## src/rtl/staged_fire_alert_escalation_defines.svh

```systemverilog
// ----------------------------------------------------------------------------
// Staged fire alert escalation: assertion macros
// Shared concurrent assertion forms for the escalation block.
// ----------------------------------------------------------------------------
`ifndef STAGED_FIRE_ALERT_ESCALATION_DEFINES_SVH
`define STAGED_FIRE_ALERT_ESCALATION_DEFINES_SVH

// The consequent must hold in the same cycle as the antecedent.
`define SFAE_ASSERT_SAME(label, clk, rst_n, ante, cons) \
    label: assert property (@(posedge clk) disable iff (!rst_n) (ante) |-> (cons)) \
        else $error("sfae: same-cycle check failed");

// The consequent must hold in the cycle after the antecedent.
`define SFAE_ASSERT_NEXT(label, clk, rst_n, ante, cons) \
    label: assert property (@(posedge clk) disable iff (!rst_n) (ante) |=> (cons)) \
        else $error("sfae: next-cycle check failed");

`endif

```

## src/rtl/sfae_pkg.sv

```systemverilog
// ----------------------------------------------------------------------------
// Staged fire alert escalation: package
// Register map, reset values, conversion constants and shared structs.
// ----------------------------------------------------------------------------
package sfae_pkg;

    // Configuration port geometry
    localparam int unsigned CfgAddrWidth = 5;
    localparam int unsigned CfgDataWidth = 32;

    // Register indexes, taken from paddr[4:2]
    typedef enum logic [2:0] {
        REG_TEMP_LIMIT      = 3'd0,
        REG_HUMIDITY_LIMIT  = 3'd1,
        REG_CO_LIMIT        = 3'd2,
        REG_SMOKE_LIMIT     = 3'd3,
        REG_NORMAL_INTERVAL = 3'd4,
        REG_ALERT_INTERVAL  = 3'd5,
        REG_HOLDOFF         = 3'd6,
        REG_SMOKE_TARGET    = 3'd7
    } reg_idx_t;

    // Register reset values
    localparam logic [14:0] TempLimitRst      = 15'd3500;
    localparam logic [13:0] HumidityLimitRst  = 14'd3000;
    localparam logic [15:0] CoLimitRst        = 16'd100;
    localparam logic [15:0] SmokeLimitRst     = 16'd300;
    localparam logic [19:0] NormalIntervalRst = 20'd120000;
    localparam logic [19:0] AlertIntervalRst  = 20'd30000;
    localparam logic [19:0] HoldoffRst        = 20'd300000;
    localparam logic [2:0]  SmokeTargetRst    = 3'd3;

    // CO sensor conversion: millivolts at full scale and map break points
    localparam logic [23:0] MvFullScale = 24'd3300;
    localparam logic [15:0] MvKnee0     = 16'd600;
    localparam logic [15:0] MvKnee1     = 16'd1000;
    localparam logic [15:0] MvKnee2     = 16'd2000;
    localparam logic [15:0] MvKnee3     = 16'd3000;
    localparam logic [15:0] PpmFloor    = 16'd50;
    localparam logic [15:0] PpmKnee1    = 16'd500;
    localparam logic [15:0] PpmKnee2    = 16'd5000;
    localparam logic [15:0] PpmCeiling  = 16'd50000;

    // Configuration as seen by the evaluation logic
    typedef struct packed {
        logic [14:0] temp_limit_centi;
        logic [13:0] humidity_limit_centi;
        logic [15:0] co_limit_tenths;
        logic [15:0] smoke_limit;
        logic [19:0] normal_interval_ms;
        logic [19:0] alert_interval_ms;
        logic [19:0] holdoff_ms;
        logic [2:0]  smoke_target;
    } cfg_t;

    // One converted item presented to the evaluation logic
    typedef struct packed {
        logic [31:0] now_ms;
        logic [14:0] temperature_centi;
        logic [13:0] humidity_centi;
        logic [15:0] co_ppm_tenths;
        logic [15:0] pm25_level;
    } eval_item_t;

    // One result item
    typedef struct packed {
        logic        evaluated;
        logic        env_alarm;
        logic        co_alarm;
        logic        critical;
        logic [2:0]  smoke_count;
        logic [15:0] co_ppm_tenths;
        logic [19:0] interval_now_ms;
        logic        holding_off;
    } result_t;

endpackage

```

## src/rtl/sfae_if.sv

```systemverilog
// ----------------------------------------------------------------------------
// Staged fire alert escalation: channel interfaces
// Valid/ready channels for sensor snapshots and alert status results.
// ----------------------------------------------------------------------------

// Sensor snapshot channel
interface sfae_sensor_if;
    logic        valid;
    logic        ready;
    logic [31:0] now_ms;
    logic signed [14:0] temperature_centi;
    logic [13:0] humidity_centi;
    logic [11:0] co_adc_level;
    logic [15:0] pm25_level;

    modport source (
        output valid, now_ms, temperature_centi, humidity_centi, co_adc_level, pm25_level,
        input  ready
    );
    modport sink (
        input  valid, now_ms, temperature_centi, humidity_centi, co_adc_level, pm25_level,
        output ready
    );
endinterface

// Alert status channel
interface sfae_status_if;
    logic        valid;
    logic        ready;
    logic        evaluated;
    logic        env_alarm;
    logic        co_alarm;
    logic        critical;
    logic [2:0]  smoke_count;
    logic [15:0] co_ppm_tenths;
    logic [19:0] interval_now_ms;
    logic        holding_off;

    modport source (
        output valid, evaluated, env_alarm, co_alarm, critical, smoke_count,
               co_ppm_tenths, interval_now_ms, holding_off,
        input  ready
    );
    modport sink (
        input  valid, evaluated, env_alarm, co_alarm, critical, smoke_count,
               co_ppm_tenths, interval_now_ms, holding_off,
        output ready
    );
endinterface

```

## src/rtl/sfae_cfg.sv

```systemverilog
// ----------------------------------------------------------------------------
// Staged fire alert escalation: configuration registers
// APB-style register file holding the alert limits and intervals.
// ----------------------------------------------------------------------------
module sfae_cfg (
    input  logic                                clk,
    input  logic                                rst_n,
    input  logic                                psel,
    input  logic                                penable,
    input  logic                                pwrite,
    input  logic [sfae_pkg::CfgAddrWidth-1:0]   paddr,
    input  logic [sfae_pkg::CfgDataWidth-1:0]   pwdata,
    output logic [sfae_pkg::CfgDataWidth-1:0]   prdata,
    output logic                                pready,
    output sfae_pkg::cfg_t                      cfg
);

    sfae_pkg::cfg_t     cfg_reg;
    sfae_pkg::cfg_t     cfg_next;
    sfae_pkg::reg_idx_t reg_idx;
    logic               write_en;

    assign reg_idx  = sfae_pkg::reg_idx_t'(paddr[4:2]);
    assign write_en = psel && penable && pwrite;
    assign pready   = 1'b1;
    assign cfg      = cfg_reg;

    // Write decode: the addressed register takes the low bits of pwdata.
    always_comb
    begin
        cfg_next = cfg_reg;
        if (write_en)
        begin
            unique case (reg_idx)
                sfae_pkg::REG_TEMP_LIMIT:      cfg_next.temp_limit_centi     = pwdata[14:0];
                sfae_pkg::REG_HUMIDITY_LIMIT:  cfg_next.humidity_limit_centi = pwdata[13:0];
                sfae_pkg::REG_CO_LIMIT:        cfg_next.co_limit_tenths      = pwdata[15:0];
                sfae_pkg::REG_SMOKE_LIMIT:     cfg_next.smoke_limit          = pwdata[15:0];
                sfae_pkg::REG_NORMAL_INTERVAL: cfg_next.normal_interval_ms   = pwdata[19:0];
                sfae_pkg::REG_ALERT_INTERVAL:  cfg_next.alert_interval_ms    = pwdata[19:0];
                sfae_pkg::REG_HOLDOFF:         cfg_next.holdoff_ms           = pwdata[19:0];
                sfae_pkg::REG_SMOKE_TARGET:    cfg_next.smoke_target         = pwdata[2:0];
                default:                       cfg_next = cfg_reg;
            endcase
        end
    end

    always_ff @(posedge clk or negedge rst_n)
    begin
        if (!rst_n)
        begin
            cfg_reg.temp_limit_centi     <= sfae_pkg::TempLimitRst;
            cfg_reg.humidity_limit_centi <= sfae_pkg::HumidityLimitRst;
            cfg_reg.co_limit_tenths      <= sfae_pkg::CoLimitRst;
            cfg_reg.smoke_limit          <= sfae_pkg::SmokeLimitRst;
            cfg_reg.normal_interval_ms   <= sfae_pkg::NormalIntervalRst;
            cfg_reg.alert_interval_ms    <= sfae_pkg::AlertIntervalRst;
            cfg_reg.holdoff_ms           <= sfae_pkg::HoldoffRst;
            cfg_reg.smoke_target         <= sfae_pkg::SmokeTargetRst;
        end
        else
        begin
            cfg_reg <= cfg_next;
        end
    end

    // Read mux: the temperature limit reads back sign-extended.
    always_comb
    begin
        unique case (reg_idx)
            sfae_pkg::REG_TEMP_LIMIT:
                prdata = {{17{cfg_reg.temp_limit_centi[14]}}, cfg_reg.temp_limit_centi};
            sfae_pkg::REG_HUMIDITY_LIMIT:  prdata = {18'd0, cfg_reg.humidity_limit_centi};
            sfae_pkg::REG_CO_LIMIT:        prdata = {16'd0, cfg_reg.co_limit_tenths};
            sfae_pkg::REG_SMOKE_LIMIT:     prdata = {16'd0, cfg_reg.smoke_limit};
            sfae_pkg::REG_NORMAL_INTERVAL: prdata = {12'd0, cfg_reg.normal_interval_ms};
            sfae_pkg::REG_ALERT_INTERVAL:  prdata = {12'd0, cfg_reg.alert_interval_ms};
            sfae_pkg::REG_HOLDOFF:         prdata = {12'd0, cfg_reg.holdoff_ms};
            sfae_pkg::REG_SMOKE_TARGET:    prdata = {29'd0, cfg_reg.smoke_target};
            default:                       prdata = '0;
        endcase
    end

endmodule

```

## src/rtl/sfae_core.sv

```systemverilog
// ----------------------------------------------------------------------------
// Staged fire alert escalation: evaluation core
// Holds the alert state and works out the result of one item per cycle; the state moves on only on commit.
// ----------------------------------------------------------------------------
`include "staged_fire_alert_escalation_defines.svh"

module sfae_core (
    input  logic                 clk,
    input  logic                 rst_n,
    input  sfae_pkg::cfg_t       cfg,
    input  sfae_pkg::eval_item_t item,
    input  logic                 commit,
    output sfae_pkg::result_t    result
);

    logic [31:0] last_eval_reg,      last_eval_next;
    logic [19:0] interval_reg,       interval_next;
    logic        env_flag_reg,       env_flag_next;
    logic        co_flag_reg,        co_flag_next;
    logic        smoke_flag_reg,     smoke_flag_next;
    logic [2:0]  smoke_count_reg,    smoke_count_next;
    logic        holdoff_active_reg, holdoff_active_next;
    logic [31:0] holdoff_start_reg,  holdoff_start_next;

    logic [31:0] holdoff_age;
    logic [31:0] since_eval;
    logic        holdoff_over;
    logic        ignore;
    logic        due;
    logic        evaluate;
    logic        env_hit;
    logic        critical;

    // Elapsed-time checks, both modulo 2^32.
    assign holdoff_age  = item.now_ms - holdoff_start_reg;
    assign since_eval   = item.now_ms - last_eval_reg;
    assign holdoff_over = holdoff_age >= {12'd0, cfg.holdoff_ms};
    assign ignore       = holdoff_active_reg && !holdoff_over;
    assign due          = since_eval >= {12'd0, interval_reg};
    assign evaluate     = !ignore && due;

    // Environment condition: hot or dry.
    assign env_hit = ($signed(item.temperature_centi) >= $signed(cfg.temp_limit_centi))
                  || (item.humidity_centi < cfg.humidity_limit_centi);

    // Escalation: environment, then CO, then smoke, then critical.
    always_comb
    begin
        last_eval_next      = last_eval_reg;
        interval_next       = interval_reg;
        env_flag_next       = env_flag_reg;
        co_flag_next        = co_flag_reg;
        smoke_flag_next     = smoke_flag_reg;
        smoke_count_next    = smoke_count_reg;
        holdoff_active_next = ignore;
        holdoff_start_next  = holdoff_start_reg;
        critical            = 1'b0;

        if (evaluate)
        begin
            last_eval_next = item.now_ms;
            if (env_hit)
            begin
                env_flag_next = 1'b1;
                interval_next = cfg.alert_interval_ms;
            end
            if (env_flag_next && (item.co_ppm_tenths >= cfg.co_limit_tenths))
            begin
                co_flag_next = 1'b1;
            end
            if (co_flag_next && (item.pm25_level > cfg.smoke_limit))
            begin
                smoke_count_next = smoke_count_next + 3'd1;
            end
            if (smoke_count_next == cfg.smoke_target)
            begin
                smoke_count_next = 3'd0;
                smoke_flag_next  = 1'b1;
            end
            if (env_flag_next && co_flag_next && smoke_flag_next)
            begin
                critical            = 1'b1;
                env_flag_next       = 1'b0;
                co_flag_next        = 1'b0;
                smoke_flag_next     = 1'b0;
                interval_next       = cfg.normal_interval_ms;
                holdoff_active_next = 1'b1;
                holdoff_start_next  = item.now_ms;
            end
        end
    end

    // Result as seen after this item.
    always_comb
    begin
        result.evaluated       = evaluate;
        result.env_alarm       = env_flag_next;
        result.co_alarm        = co_flag_next;
        result.critical        = critical;
        result.smoke_count     = smoke_count_next;
        result.co_ppm_tenths   = item.co_ppm_tenths;
        result.interval_now_ms = interval_next;
        result.holding_off     = holdoff_active_next;
    end

    // State update on each committed item.
    always_ff @(posedge clk or negedge rst_n)
    begin
        if (!rst_n)
        begin
            last_eval_reg      <= '0;
            interval_reg       <= sfae_pkg::NormalIntervalRst;
            env_flag_reg       <= 1'b0;
            co_flag_reg        <= 1'b0;
            smoke_flag_reg     <= 1'b0;
            smoke_count_reg    <= '0;
            holdoff_active_reg <= 1'b0;
            holdoff_start_reg  <= '0;
        end
        else if (commit)
        begin
            last_eval_reg      <= last_eval_next;
            interval_reg       <= interval_next;
            env_flag_reg       <= env_flag_next;
            co_flag_reg        <= co_flag_next;
            smoke_flag_reg     <= smoke_flag_next;
            smoke_count_reg    <= smoke_count_next;
            holdoff_active_reg <= holdoff_active_next;
            holdoff_start_reg  <= holdoff_start_next;
        end
    end

    // A critical event clears every alert and starts the hold-off.
    `SFAE_ASSERT_NEXT(a_critical_starts_holdoff, clk, rst_n, commit && critical, holdoff_active_reg && !env_flag_reg && !co_flag_reg && !smoke_flag_reg)
    // An ignored item leaves the evaluation time and smoke counter alone.
    `SFAE_ASSERT_NEXT(a_ignored_keeps_state, clk, rst_n, commit && ignore, $stable(last_eval_reg) && $stable(smoke_count_reg))
    // An evaluation stamps the item's time.
    `SFAE_ASSERT_NEXT(a_eval_stamps_time, clk, rst_n, commit && evaluate, last_eval_reg == $past(item.now_ms))
    // Critical is only reported by an evaluation outside hold-off.
    `SFAE_ASSERT_SAME(a_critical_needs_eval, clk, rst_n, critical, result.evaluated && !ignore)

endmodule

```

## src/rtl/staged_fire_alert_escalation.sv

```systemverilog
// ----------------------------------------------------------------------------
// Staged fire alert escalation: top level
// Path: an item passes the stage-one, stage-two and output registers before
// its result is shown; earlier results waiting downstream hold it back.
// Throughput: one item per cycle while status is ready; the three-register
// pipeline keeps accepting while a result waits, if a stage ahead is empty.
// Reset: rst_n clears the pipeline, the alert state and the registers at once.
// ----------------------------------------------------------------------------
module staged_fire_alert_escalation (
    input  logic                                clk,
    input  logic                                rst_n,
    sfae_sensor_if.sink                         sensor,
    sfae_status_if.source                       status,
    input  logic                                psel,
    input  logic                                penable,
    input  logic                                pwrite,
    input  logic [sfae_pkg::CfgAddrWidth-1:0]   paddr,
    input  logic [sfae_pkg::CfgDataWidth-1:0]   pwdata,
    output logic [sfae_pkg::CfgDataWidth-1:0]   prdata,
    output logic                                pready
);

    sfae_pkg::cfg_t       cfg;
    sfae_pkg::eval_item_t core_item;
    sfae_pkg::result_t    core_result;

    // Stage one: accepted item
    logic        s1_valid_reg;
    logic [31:0] s1_now_reg;
    logic [14:0] s1_temp_reg;
    logic [13:0] s1_hum_reg;
    logic [11:0] s1_adc_reg;
    logic [15:0] s1_pm_reg;

    // Stage two: CO level in millivolts
    logic        s2_valid_reg;
    logic [31:0] s2_now_reg;
    logic [14:0] s2_temp_reg;
    logic [13:0] s2_hum_reg;
    logic [11:0] s2_mv_reg;
    logic [15:0] s2_pm_reg;

    // Output register
    logic              out_valid_reg;
    sfae_pkg::result_t out_reg;

    logic        adv_out;
    logic        adv2;
    logic        adv1;
    logic [23:0] mv_prod;
    logic [23:0] mv_sum;
    logic [11:0] mv;
    logic [15:0] mv16;
    logic [15:0] ppm_low;
    logic [15:0] ppm_mid;
    logic [15:0] ppm_high;
    logic [15:0] ppm;

    sfae_cfg u_cfg (
        .clk     (clk),
        .rst_n   (rst_n),
        .psel    (psel),
        .penable (penable),
        .pwrite  (pwrite),
        .paddr   (paddr),
        .pwdata  (pwdata),
        .prdata  (prdata),
        .pready  (pready),
        .cfg     (cfg)
    );

    // Each stage moves when the one after it is empty or moving.
    assign adv_out      = !out_valid_reg || status.ready;
    assign adv2         = !s2_valid_reg || adv_out;
    assign adv1         = !s1_valid_reg || adv2;
    assign sensor.ready = adv1;

    // ADC counts to millivolts: adc * 3300 / 4095, the division done as
    // (x + x/4096 + 1) / 4096, which is exact for this range.
    assign mv_prod = {12'd0, s1_adc_reg} * sfae_pkg::MvFullScale;
    assign mv_sum  = mv_prod + {12'd0, mv_prod[23:12]} + 24'd1;
    assign mv      = mv_sum[23:12];

    // Piecewise-linear CO map in tenths of ppm, floor at 50.
    assign mv16     = {4'd0, s2_mv_reg};
    assign ppm_low  = (((mv16 - sfae_pkg::MvKnee0) * 16'd9) >> 3) + sfae_pkg::PpmFloor;
    assign ppm_mid  = (((mv16 - sfae_pkg::MvKnee1) * 16'd9) >> 1) + sfae_pkg::PpmKnee1;
    assign ppm_high = ((mv16 - sfae_pkg::MvKnee2) * 16'd45) + sfae_pkg::PpmKnee2;

    always_comb
    begin
        priority if (mv16 < sfae_pkg::MvKnee0)
        begin
            ppm = sfae_pkg::PpmFloor;
        end
        else if (mv16 < sfae_pkg::MvKnee1)
        begin
            ppm = ppm_low;
        end
        else if (mv16 < sfae_pkg::MvKnee2)
        begin
            ppm = ppm_mid;
        end
        else if (mv16 < sfae_pkg::MvKnee3)
        begin
            ppm = ppm_high;
        end
        else
        begin
            ppm = sfae_pkg::PpmCeiling;
        end
    end

    always_comb
    begin
        core_item.now_ms            = s2_now_reg;
        core_item.temperature_centi = s2_temp_reg;
        core_item.humidity_centi    = s2_hum_reg;
        core_item.co_ppm_tenths     = ppm;
        core_item.pm25_level        = s2_pm_reg;
    end

    sfae_core u_core (
        .clk    (clk),
        .rst_n  (rst_n),
        .cfg    (cfg),
        .item   (core_item),
        .commit (s2_valid_reg && adv_out),
        .result (core_result)
    );

    // Pipeline valid bits
    always_ff @(posedge clk or negedge rst_n)
    begin
        if (!rst_n)
        begin
            s1_valid_reg  <= 1'b0;
            s2_valid_reg  <= 1'b0;
            out_valid_reg <= 1'b0;
        end
        else
        begin
            if (adv1)
            begin
                s1_valid_reg <= sensor.valid;
            end
            if (adv2)
            begin
                s2_valid_reg <= s1_valid_reg;
            end
            if (adv_out)
            begin
                out_valid_reg <= s2_valid_reg;
            end
        end
    end

    // Pipeline payload
    always_ff @(posedge clk)
    begin
        if (adv1 && sensor.valid)
        begin
            s1_now_reg  <= sensor.now_ms;
            s1_temp_reg <= sensor.temperature_centi;
            s1_hum_reg  <= sensor.humidity_centi;
            s1_adc_reg  <= sensor.co_adc_level;
            s1_pm_reg   <= sensor.pm25_level;
        end
        if (adv2 && s1_valid_reg)
        begin
            s2_now_reg  <= s1_now_reg;
            s2_temp_reg <= s1_temp_reg;
            s2_hum_reg  <= s1_hum_reg;
            s2_mv_reg   <= mv;
            s2_pm_reg   <= s1_pm_reg;
        end
        if (adv_out && s2_valid_reg)
        begin
            out_reg <= core_result;
        end
    end

    // Result channel
    assign status.valid           = out_valid_reg;
    assign status.evaluated       = out_reg.evaluated;
    assign status.env_alarm       = out_reg.env_alarm;
    assign status.co_alarm        = out_reg.co_alarm;
    assign status.critical        = out_reg.critical;
    assign status.smoke_count     = out_reg.smoke_count;
    assign status.co_ppm_tenths   = out_reg.co_ppm_tenths;
    assign status.interval_now_ms = out_reg.interval_now_ms;
    assign status.holding_off     = out_reg.holding_off;

endmodule

```

## src/flat_wrapper.sv

```systemverilog
// flat-port wrapper written by rule: the top's interface ports become plain ports
module staged_fire_alert_escalation_flat 
  (clk, rst_n, psel, penable, pwrite, paddr, pwdata, prdata, pready, sensor_valid, sensor_now_ms, sensor_temperature_centi, sensor_humidity_centi, sensor_co_adc_level, sensor_pm25_level, sensor_ready, status_valid, status_evaluated, status_env_alarm, status_co_alarm, status_critical, status_smoke_count, status_co_ppm_tenths, status_interval_now_ms, status_holding_off, status_ready);
  sfae_sensor_if sensor_i ();
  sfae_status_if status_i ();
  input  logic clk;
  input  logic rst_n;
  input  logic psel;
  input  logic penable;
  input  logic pwrite;
  input  logic [sfae_pkg::CfgAddrWidth-1:0] paddr;
  input  logic [sfae_pkg::CfgDataWidth-1:0] pwdata;
  output logic [sfae_pkg::CfgDataWidth-1:0] prdata;
  output logic pready;
  input wire logic [$bits(sensor_i.valid)-1:0] sensor_valid;
  input wire logic [$bits(sensor_i.now_ms)-1:0] sensor_now_ms;
  input wire logic [$bits(sensor_i.temperature_centi)-1:0] sensor_temperature_centi;
  input wire logic [$bits(sensor_i.humidity_centi)-1:0] sensor_humidity_centi;
  input wire logic [$bits(sensor_i.co_adc_level)-1:0] sensor_co_adc_level;
  input wire logic [$bits(sensor_i.pm25_level)-1:0] sensor_pm25_level;
  output wire logic [$bits(sensor_i.ready)-1:0] sensor_ready;
  output wire logic [$bits(status_i.valid)-1:0] status_valid;
  output wire logic [$bits(status_i.evaluated)-1:0] status_evaluated;
  output wire logic [$bits(status_i.env_alarm)-1:0] status_env_alarm;
  output wire logic [$bits(status_i.co_alarm)-1:0] status_co_alarm;
  output wire logic [$bits(status_i.critical)-1:0] status_critical;
  output wire logic [$bits(status_i.smoke_count)-1:0] status_smoke_count;
  output wire logic [$bits(status_i.co_ppm_tenths)-1:0] status_co_ppm_tenths;
  output wire logic [$bits(status_i.interval_now_ms)-1:0] status_interval_now_ms;
  output wire logic [$bits(status_i.holding_off)-1:0] status_holding_off;
  input wire logic [$bits(status_i.ready)-1:0] status_ready;
  assign sensor_i.valid = sensor_valid;
  assign sensor_i.now_ms = sensor_now_ms;
  assign sensor_i.temperature_centi = sensor_temperature_centi;
  assign sensor_i.humidity_centi = sensor_humidity_centi;
  assign sensor_i.co_adc_level = sensor_co_adc_level;
  assign sensor_i.pm25_level = sensor_pm25_level;
  assign sensor_ready = sensor_i.ready;
  assign status_valid = status_i.valid;
  assign status_evaluated = status_i.evaluated;
  assign status_env_alarm = status_i.env_alarm;
  assign status_co_alarm = status_i.co_alarm;
  assign status_critical = status_i.critical;
  assign status_smoke_count = status_i.smoke_count;
  assign status_co_ppm_tenths = status_i.co_ppm_tenths;
  assign status_interval_now_ms = status_i.interval_now_ms;
  assign status_holding_off = status_i.holding_off;
  assign status_i.ready = status_ready;
  staged_fire_alert_escalation u_core (.clk(clk), .rst_n(rst_n), .sensor(sensor_i), .status(status_i), .psel(psel), .penable(penable), .pwrite(pwrite), .paddr(paddr), .pwdata(pwdata), .prdata(prdata), .pready(pready));
endmodule
```

## config.mk

```make
export PLATFORM = sky130hd
export DESIGN_NAME = staged_fire_alert_escalation_flat
export DESIGN_NICKNAME = d
export VERILOG_FILES = /design/src/rtl/sfae_pkg.sv /design/src/rtl/sfae_if.sv /design/src/rtl/sfae_cfg.sv /design/src/rtl/sfae_core.sv /design/src/rtl/staged_fire_alert_escalation.sv /design/src/flat_wrapper.sv
export VERILOG_INCLUDE_DIRS = /design/src /design/src/rtl
export SDC_FILE = /design/constraint.sdc
export NUM_CORES = 1
export LEC_CHECK = 0
export ABC_AREA = 0
export BUFFER_PORTS_ARGS = -buffer_cell sky130_fd_sc_hd__buf_4
export CAP_MARGIN = 30
export CORE_AREA = 2 2 234 236
export CTS_CLUSTER_SIZE = 24
export DETAILED_ROUTE_END_ITERATION = 16
export DIE_AREA = 0 0 236 238
export PLACE_DENSITY = 0.77
export SLEW_MARGIN = 15
export SYNTH_ARGS = -nofsm -noshare
export SYNTH_HDL_FRONTEND = slang
export SYNTH_SLANG_ARGS = --single-unit
export TNS_END_PERCENT = 100
```

## constraint.sdc

```tcl
create_clock -name clk -period 7.45 [get_ports clk]
set_clock_uncertainty 0.2 [all_clocks]
set_input_delay 0.745 -clock clk [delete_from_list [all_inputs] [get_ports clk]]
set_output_delay 0.745 -clock clk [all_outputs]
set_load 0.03 [all_outputs]
```

==> After elaboration in Yosys (flattened, before gate mapping) <==
Cells that the tools add are included.
{ "classes": {"n_eq_ne": 8, "mul": 4, "n_mux": 26, "n_addsub": 11, "n_div": 0, "n_lt_le_gt_ge": 10, "reduce_logical": 31, "shift": 0, "bitwise_logic": 0} }
{ "ops": {"columns": ["op", "n"], "rows": [
  ["case mux 32 bit (8 select lines)", 1],
  ["greater-or-equal comparator 32 x 20 -> 1 bit", 2],
  ["2-to-1 mux 16 bit", 4],
  ["subtractor 32 bit", 2],
  ["2-to-1 mux 20 bit", 3],
  ["multiplier 16 x 4 -> 16 bit (second input constant)", 2],
  ["subtractor 12 x 10 -> 13 bit (second input constant)", 2],
  ["adder 24 x 1 -> 24 bit (second input constant)", 1],
  ["adder 24 x 12 -> 24 bit", 1],
  ["< comparator 12 x 10 -> 1 bit (second input constant)", 2],
  ["multiplier 12 x 10 -> 22 bit (second input constant)", 1],
  ["AND reduction 2 bit", 9],
  ["adder 15 x 9 -> 16 bit (second input constant)", 1],
  ["adder 16 x 13 -> 16 bit (second input constant)", 1],
  ["greater-or-equal comparator 16 bit", 1],
  ["> comparator 16 bit", 1],
  ["multiplier 16 x 6 -> 16 bit (second input constant)", 1],
  ["greater-or-equal comparator 15 bit", 1],
  ["adder 13 x 6 -> 14 bit (second input constant)", 1],
  ["< comparator 14 bit", 1],
  ["2-to-1 mux 1 bit", 14],
  ["subtractor 12 x 11 -> 13 bit (second input constant)", 1],
  ["== test 3 bit (second input constant)", 4],
  ["< comparator 12 x 11 -> 1 bit (second input constant)", 1],
  ["11 further kinds", 32]
]} }
{ "totals": {"elab_cells": 127, "inputBits": 133, "romBits": 0, "mem_bits_rw": 0, "memories": 0, "register_bits": 440, "out_inout_bits": 79, "latch_bits": 0} }

==> Longest topological paths before layout <==
{ "depth": {"word_depth": 20, "mapped_depth": 33} }

==> Cells and area by module <==
Synthesis repeated with hierarchy kept, for this count alone.
{ "unflattened": {"hier_cells": 2855, "hier_area_um2": 30648.1} }
{ "by_module_without_submodules": {"columns": ["module", "cells_each", "seq_area_each_um2", "n_inst", "area_per_inst_um2"], "rows": [
  ["staged_fire_alert_escalation", 1049, 6741.5, 1, 13679.4],
  ["sfae_core", 1362, 2285.9, 1, 11064.4],
  ["sfae_cfg", 444, 3159.3, 1, 5904.4]
]} }

==> Worst setup path before layout <==
No wires, ideal clock.
{ "synth_timing": {"path_kind": "flip-flop to flip-flop", "start": "reg u_core.s2_mv_reg[5]", "end": "reg u_core.u_core.interval_reg[10]", "synth_period_minus_slack_ns": 7.252, "path_buffers": 2, "t_arrival_ns": 6.970, "path_stages_with_launch": 33, "slack_ns": 0.198, "cell_sequence": "edfxtp_1 clkbuf_1 inv_1 ha_1 xnor2_1 ha_1 inv_1 fa_1 fa_1 inv_1 ha_1 ha_1 nor2b_1 o21ai_0 a21boi_0 o21ai_0 a21boi_0 o21ai_0 a21oi_1 or3_1 a21oi_1 a211oi_1 ha_1 nand4_1 a21oi_1 a211o_1 a211oi_1 nor4b_1 nor2_1 a211oi_1 nand2_1 clkbuf_1 a22oi_1"} }
{ "synth_rtl": {"columns": ["item", "line", "source"], "rows": [
  ["start: declaration", "staged_fire_alert_escalation.sv:40", "logic [11:0] s2_mv_reg;"],
  ["start signal: assignment", "staged_fire_alert_escalation.sv:174", "s2_mv_reg <= mv;"],
  ["end signal: assignment", "sfae_core.sv:112", "interval_reg <= sfae_pkg::NormalIntervalRst;"],
  ["end signal: assignment", "sfae_core.sv:123", "interval_reg <= interval_next;"],
  ["end: declaration", "sfae_core.sv:17", "logic [19:0] interval_reg, interval_next;"]
]} }

==> impl_metrics.tcl <==
set metrics [dict create \
    status "complete, no violations" \
    ff_latch_area_sq_um 12200 \
    start_util 0.556 \
    synth-seq-cells 440 \
    yosys-top-cells-count "ha_1 (330), inv_1 (329), edfxtp_1 (222)" \
    required_ns 7.72 \
    synth_area_leader_cell "edfxtp_1" \
    period_minus_slack_ns 7.15 \
    synth_top_family_by_area "adder cells" \
    via_per_inst 6.06 \
    finalSetupTns_ns 0 \
    grt_pass1_vias 22600 \
    ys_async_sr_fraction 0.495 \
    synth_edf_count 222 \
    fin_nets 3623 \
    synthMuxAreaShare 0.0587 \
    cts_sinks 440 \
    cp.arrival_ns 7.42 \
    netlist_top_cells_area "edfxtp_1 (22%), dfrtp_1 (14%), ha_1 (14%)" \
    synthesis.nets 3404 \
    dieWidth_um 236 \
    yosysWarningCount 0 \
    syn2layout_area_growth_pct 14.5 \
    wl_per_cell_um 21.5 \
    path_max_fanout 32 \
    tightestPinTransition_ns 0.938 \
    clock_latency_ns 0.61 \
    clkSlewWorstSetupHoldPaths_ns 0.07 \
    multiInputGateArea_sq_um 16100 \
    die_area_sq_um 56200 \
    fmax_mhz 140 \
    antennaDiodeCount 0 \
    hold_class "primary input to flop" \
    avgSynthCellArea_sq_um 10.3 \
    setup_viol 0 \
    final_core_util 0.637 \
    grt_first_pass_wirelength_um 128000 \
    drt-pass1-iter-count 6 \
    tritoncts "yes" \
    num_rows 85 \
    cts-root-buf "clkbuf_16" \
    drive_gt1_frac 0.184 \
    synthXorXnorAreaFrac 0.0406 \
    ant_nets 0 \
    dp.cells 3734 \
    port_buffers 196 \
    die_y_um 238 \
    yosys.area.top_type_share 0.224 \
    synthSimpleGateAreaFrac 0.105 \
    grt_max_degree 69 \
    postSynthCellCount 2883 \
    route.vias.total 23300 \
    cap_violations 0 \
    slew_headroom 0.372 \
    synth_compound_area_frac 0.152 \
    cts_max_level 2 \
    ios 212 \
    post-synth-top-count-cell "ha_1" \
    finalNonFillerCells 3839 \
    nFillCells 4262 \
    ys.flop_type "edfxtp_1" \
    gp_congestion 0.941 \
    drt_wl_total_um 82500 \
    cts_buffers 49 \
    antenna_found_initial 0 \
    coreArea_sq_um 53500 \
    gr-total-overflow 0 \
    largest_reg_flops 124 \
    yosys.area_share.adder 0.178 \
    yosysSeqAreaShare 0.409 \
    drc 0 \
    path_class "flop to flop" \
    drt_iter0_markers 2339 \
    grtUsageTotal 0.293 \
    place_hpwl_um 64600 \
    max-clock-path-buffers 3 \
    report.final.slew_viol_count 0 \
    hold_viol 0 \
    yosysUniqueCellTypes 87 \
    cp-end-kind "flop" \
    syn-cell-area_sq_um 29800 \
    critPathLaunchType "flop" \
    post-route-period-util 0.960 \
]
==> final timing paths <==
check	cells after the start	end	slack, ns	startpoint
worst max-delay path	27	u_core.u_core.holdoff_start_reg[6]	0.30	u_core.s2_mv_reg[5]
worst min-delay path	1	u_core.s1_adc_reg[3]	0.11	sensor_co_adc_level[3]
worst max register to register	27	u_core.u_core.holdoff_start_reg[6]	0.30	u_core.s2_mv_reg[5]
worst min register to register	0	u_core.s2_pm_reg[9]	0.22	u_core.s1_pm_reg[9]
max in group asynchronous	3	u_core.u_cfg.cfg[32]	5.17	rst_n
min in group asynchronous	2	u_core.u_core.interval_reg[8]	0.51	rst_n
==> layout make-up <==
type | instances | share of cell area
multi-input combinational | 2019 | 0.472
tap | 696 | 0.0255
sequential | 440 | 0.358
clock inverter | 31 | 0.00936
inverter | 330 | 0.0363
clock buffer | 61 | 0.0382
timing repair buffer | 262 | 0.0606
==> worst max-delay path, cell delays in order, from the launching register on <==
cell	delay [ns]
edfxtp_1	0.40
buf_4	0.19
o21ai_0	0.21
xor2_1	0.23
inv_1	0.09
ha_1	0.30
fa_1	0.48
fa_1	0.55
inv_1	0.06
fa_1	0.53
inv_1	0.04
ha_1	0.32
o21ai_1	0.14
a21boi_2	0.10
o21ai_1	0.21
a21oi_1	0.11
or3_1	0.38
a21oi_2	0.18
a211oi_2	0.08
ha_1	0.36
a21o_1	0.17
a211o_1	0.34
a211oi_2	0.28
nor4b_2	0.09
buf_4	0.18
nand4_1	0.16
buf_12	0.22
mux2_2	0.37
==> cells by family (layout without fill, tap and decap cells) <==
group | count (synthesis) | count (layout)
AO/OA/AOI/OAI | 708 | 708
AND/OR/NAND/NOR | 633 | 633
flip-flops | 440 | 440
buffers and inverters | 424 | 684
adder cells (fa/ha/maj) | 388 | 388
multiplexers | 151 | 151
XOR/XNOR | 138 | 138
other | 1 | 1
==> placed cells by master, fill, tap and decap left out, drive strengths merged, types with 24 or more instances in the layout <==
| cell | netlist | final |
|---|---|---|
| inv | 329 | 334 |
| ha | 330 | 330 |
| buf | 37 | 259 |
| edfxtp | 222 | 222 |
| nand2 | 217 | 217 |
| o21ai | 201 | 201 |
| a21oi | 181 | 181 |
| dfrtp | 166 | 166 |
| nor2 | 129 | 129 |
| mux2 | 118 | 118 |
| xnor2 | 85 | 85 |
| clkbuf | 57 | 62 |
| fa | 58 | 58 |
| nor3 | 56 | 56 |
| xor2 | 53 | 53 |
| dfstp | 52 | 52 |
| a21o | 47 | 47 |
| nand3 | 32 | 32 |
| nand4 | 30 | 30 |
| o21a | 28 | 28 |
| mux2i | 28 | 28 |
| a22oi | 26 | 26 |
| nor2b | 25 | 25 |
| nand2b | 24 | 24 |
==> layer usage <==
metal / routed length, um / up-vias / part of all wire / global-route usage
li1: - / 10800 / - / -
met1: 37500 / 11400 / 0.45 / 0.442
met2: 35500 / 979 / 0.43 / 0.435
met3: 7190 / 133 / 0.087 / 0.0460
met4: 2310 / 0 / 0.028 / 0.0855
met5: 0 / - / 0 / 0
==> repair_timing <==
action                     4_1_cts  5_1_grt
gates cloned                     0        0
setup endpoints to repair       26       87
hold buffers                     1        0
gates resized for setup          3       40
hold endpoints to repair        60        0
pin swaps                        0        9
buffers inserted                 0        6
==> metrics by stage <==
stage          setup slack, ns  instance area, sq um  hold slack, ns
6_report                 0.296                 34100           0.109
5_1_grt                -0.0678                 34100          0.0926
4_1_cts                 0.0735                 33900          0.0879
3_5_place_dp           -0.0621                 32200           0.205
3_3_place_gp             0.224                 32200           0.202
2_1_floorplan            0.198                 29800           0.200
Power is not shown: default switching activity piles up to over one toggle a cycle in this logic, so the estimate is an artifact.
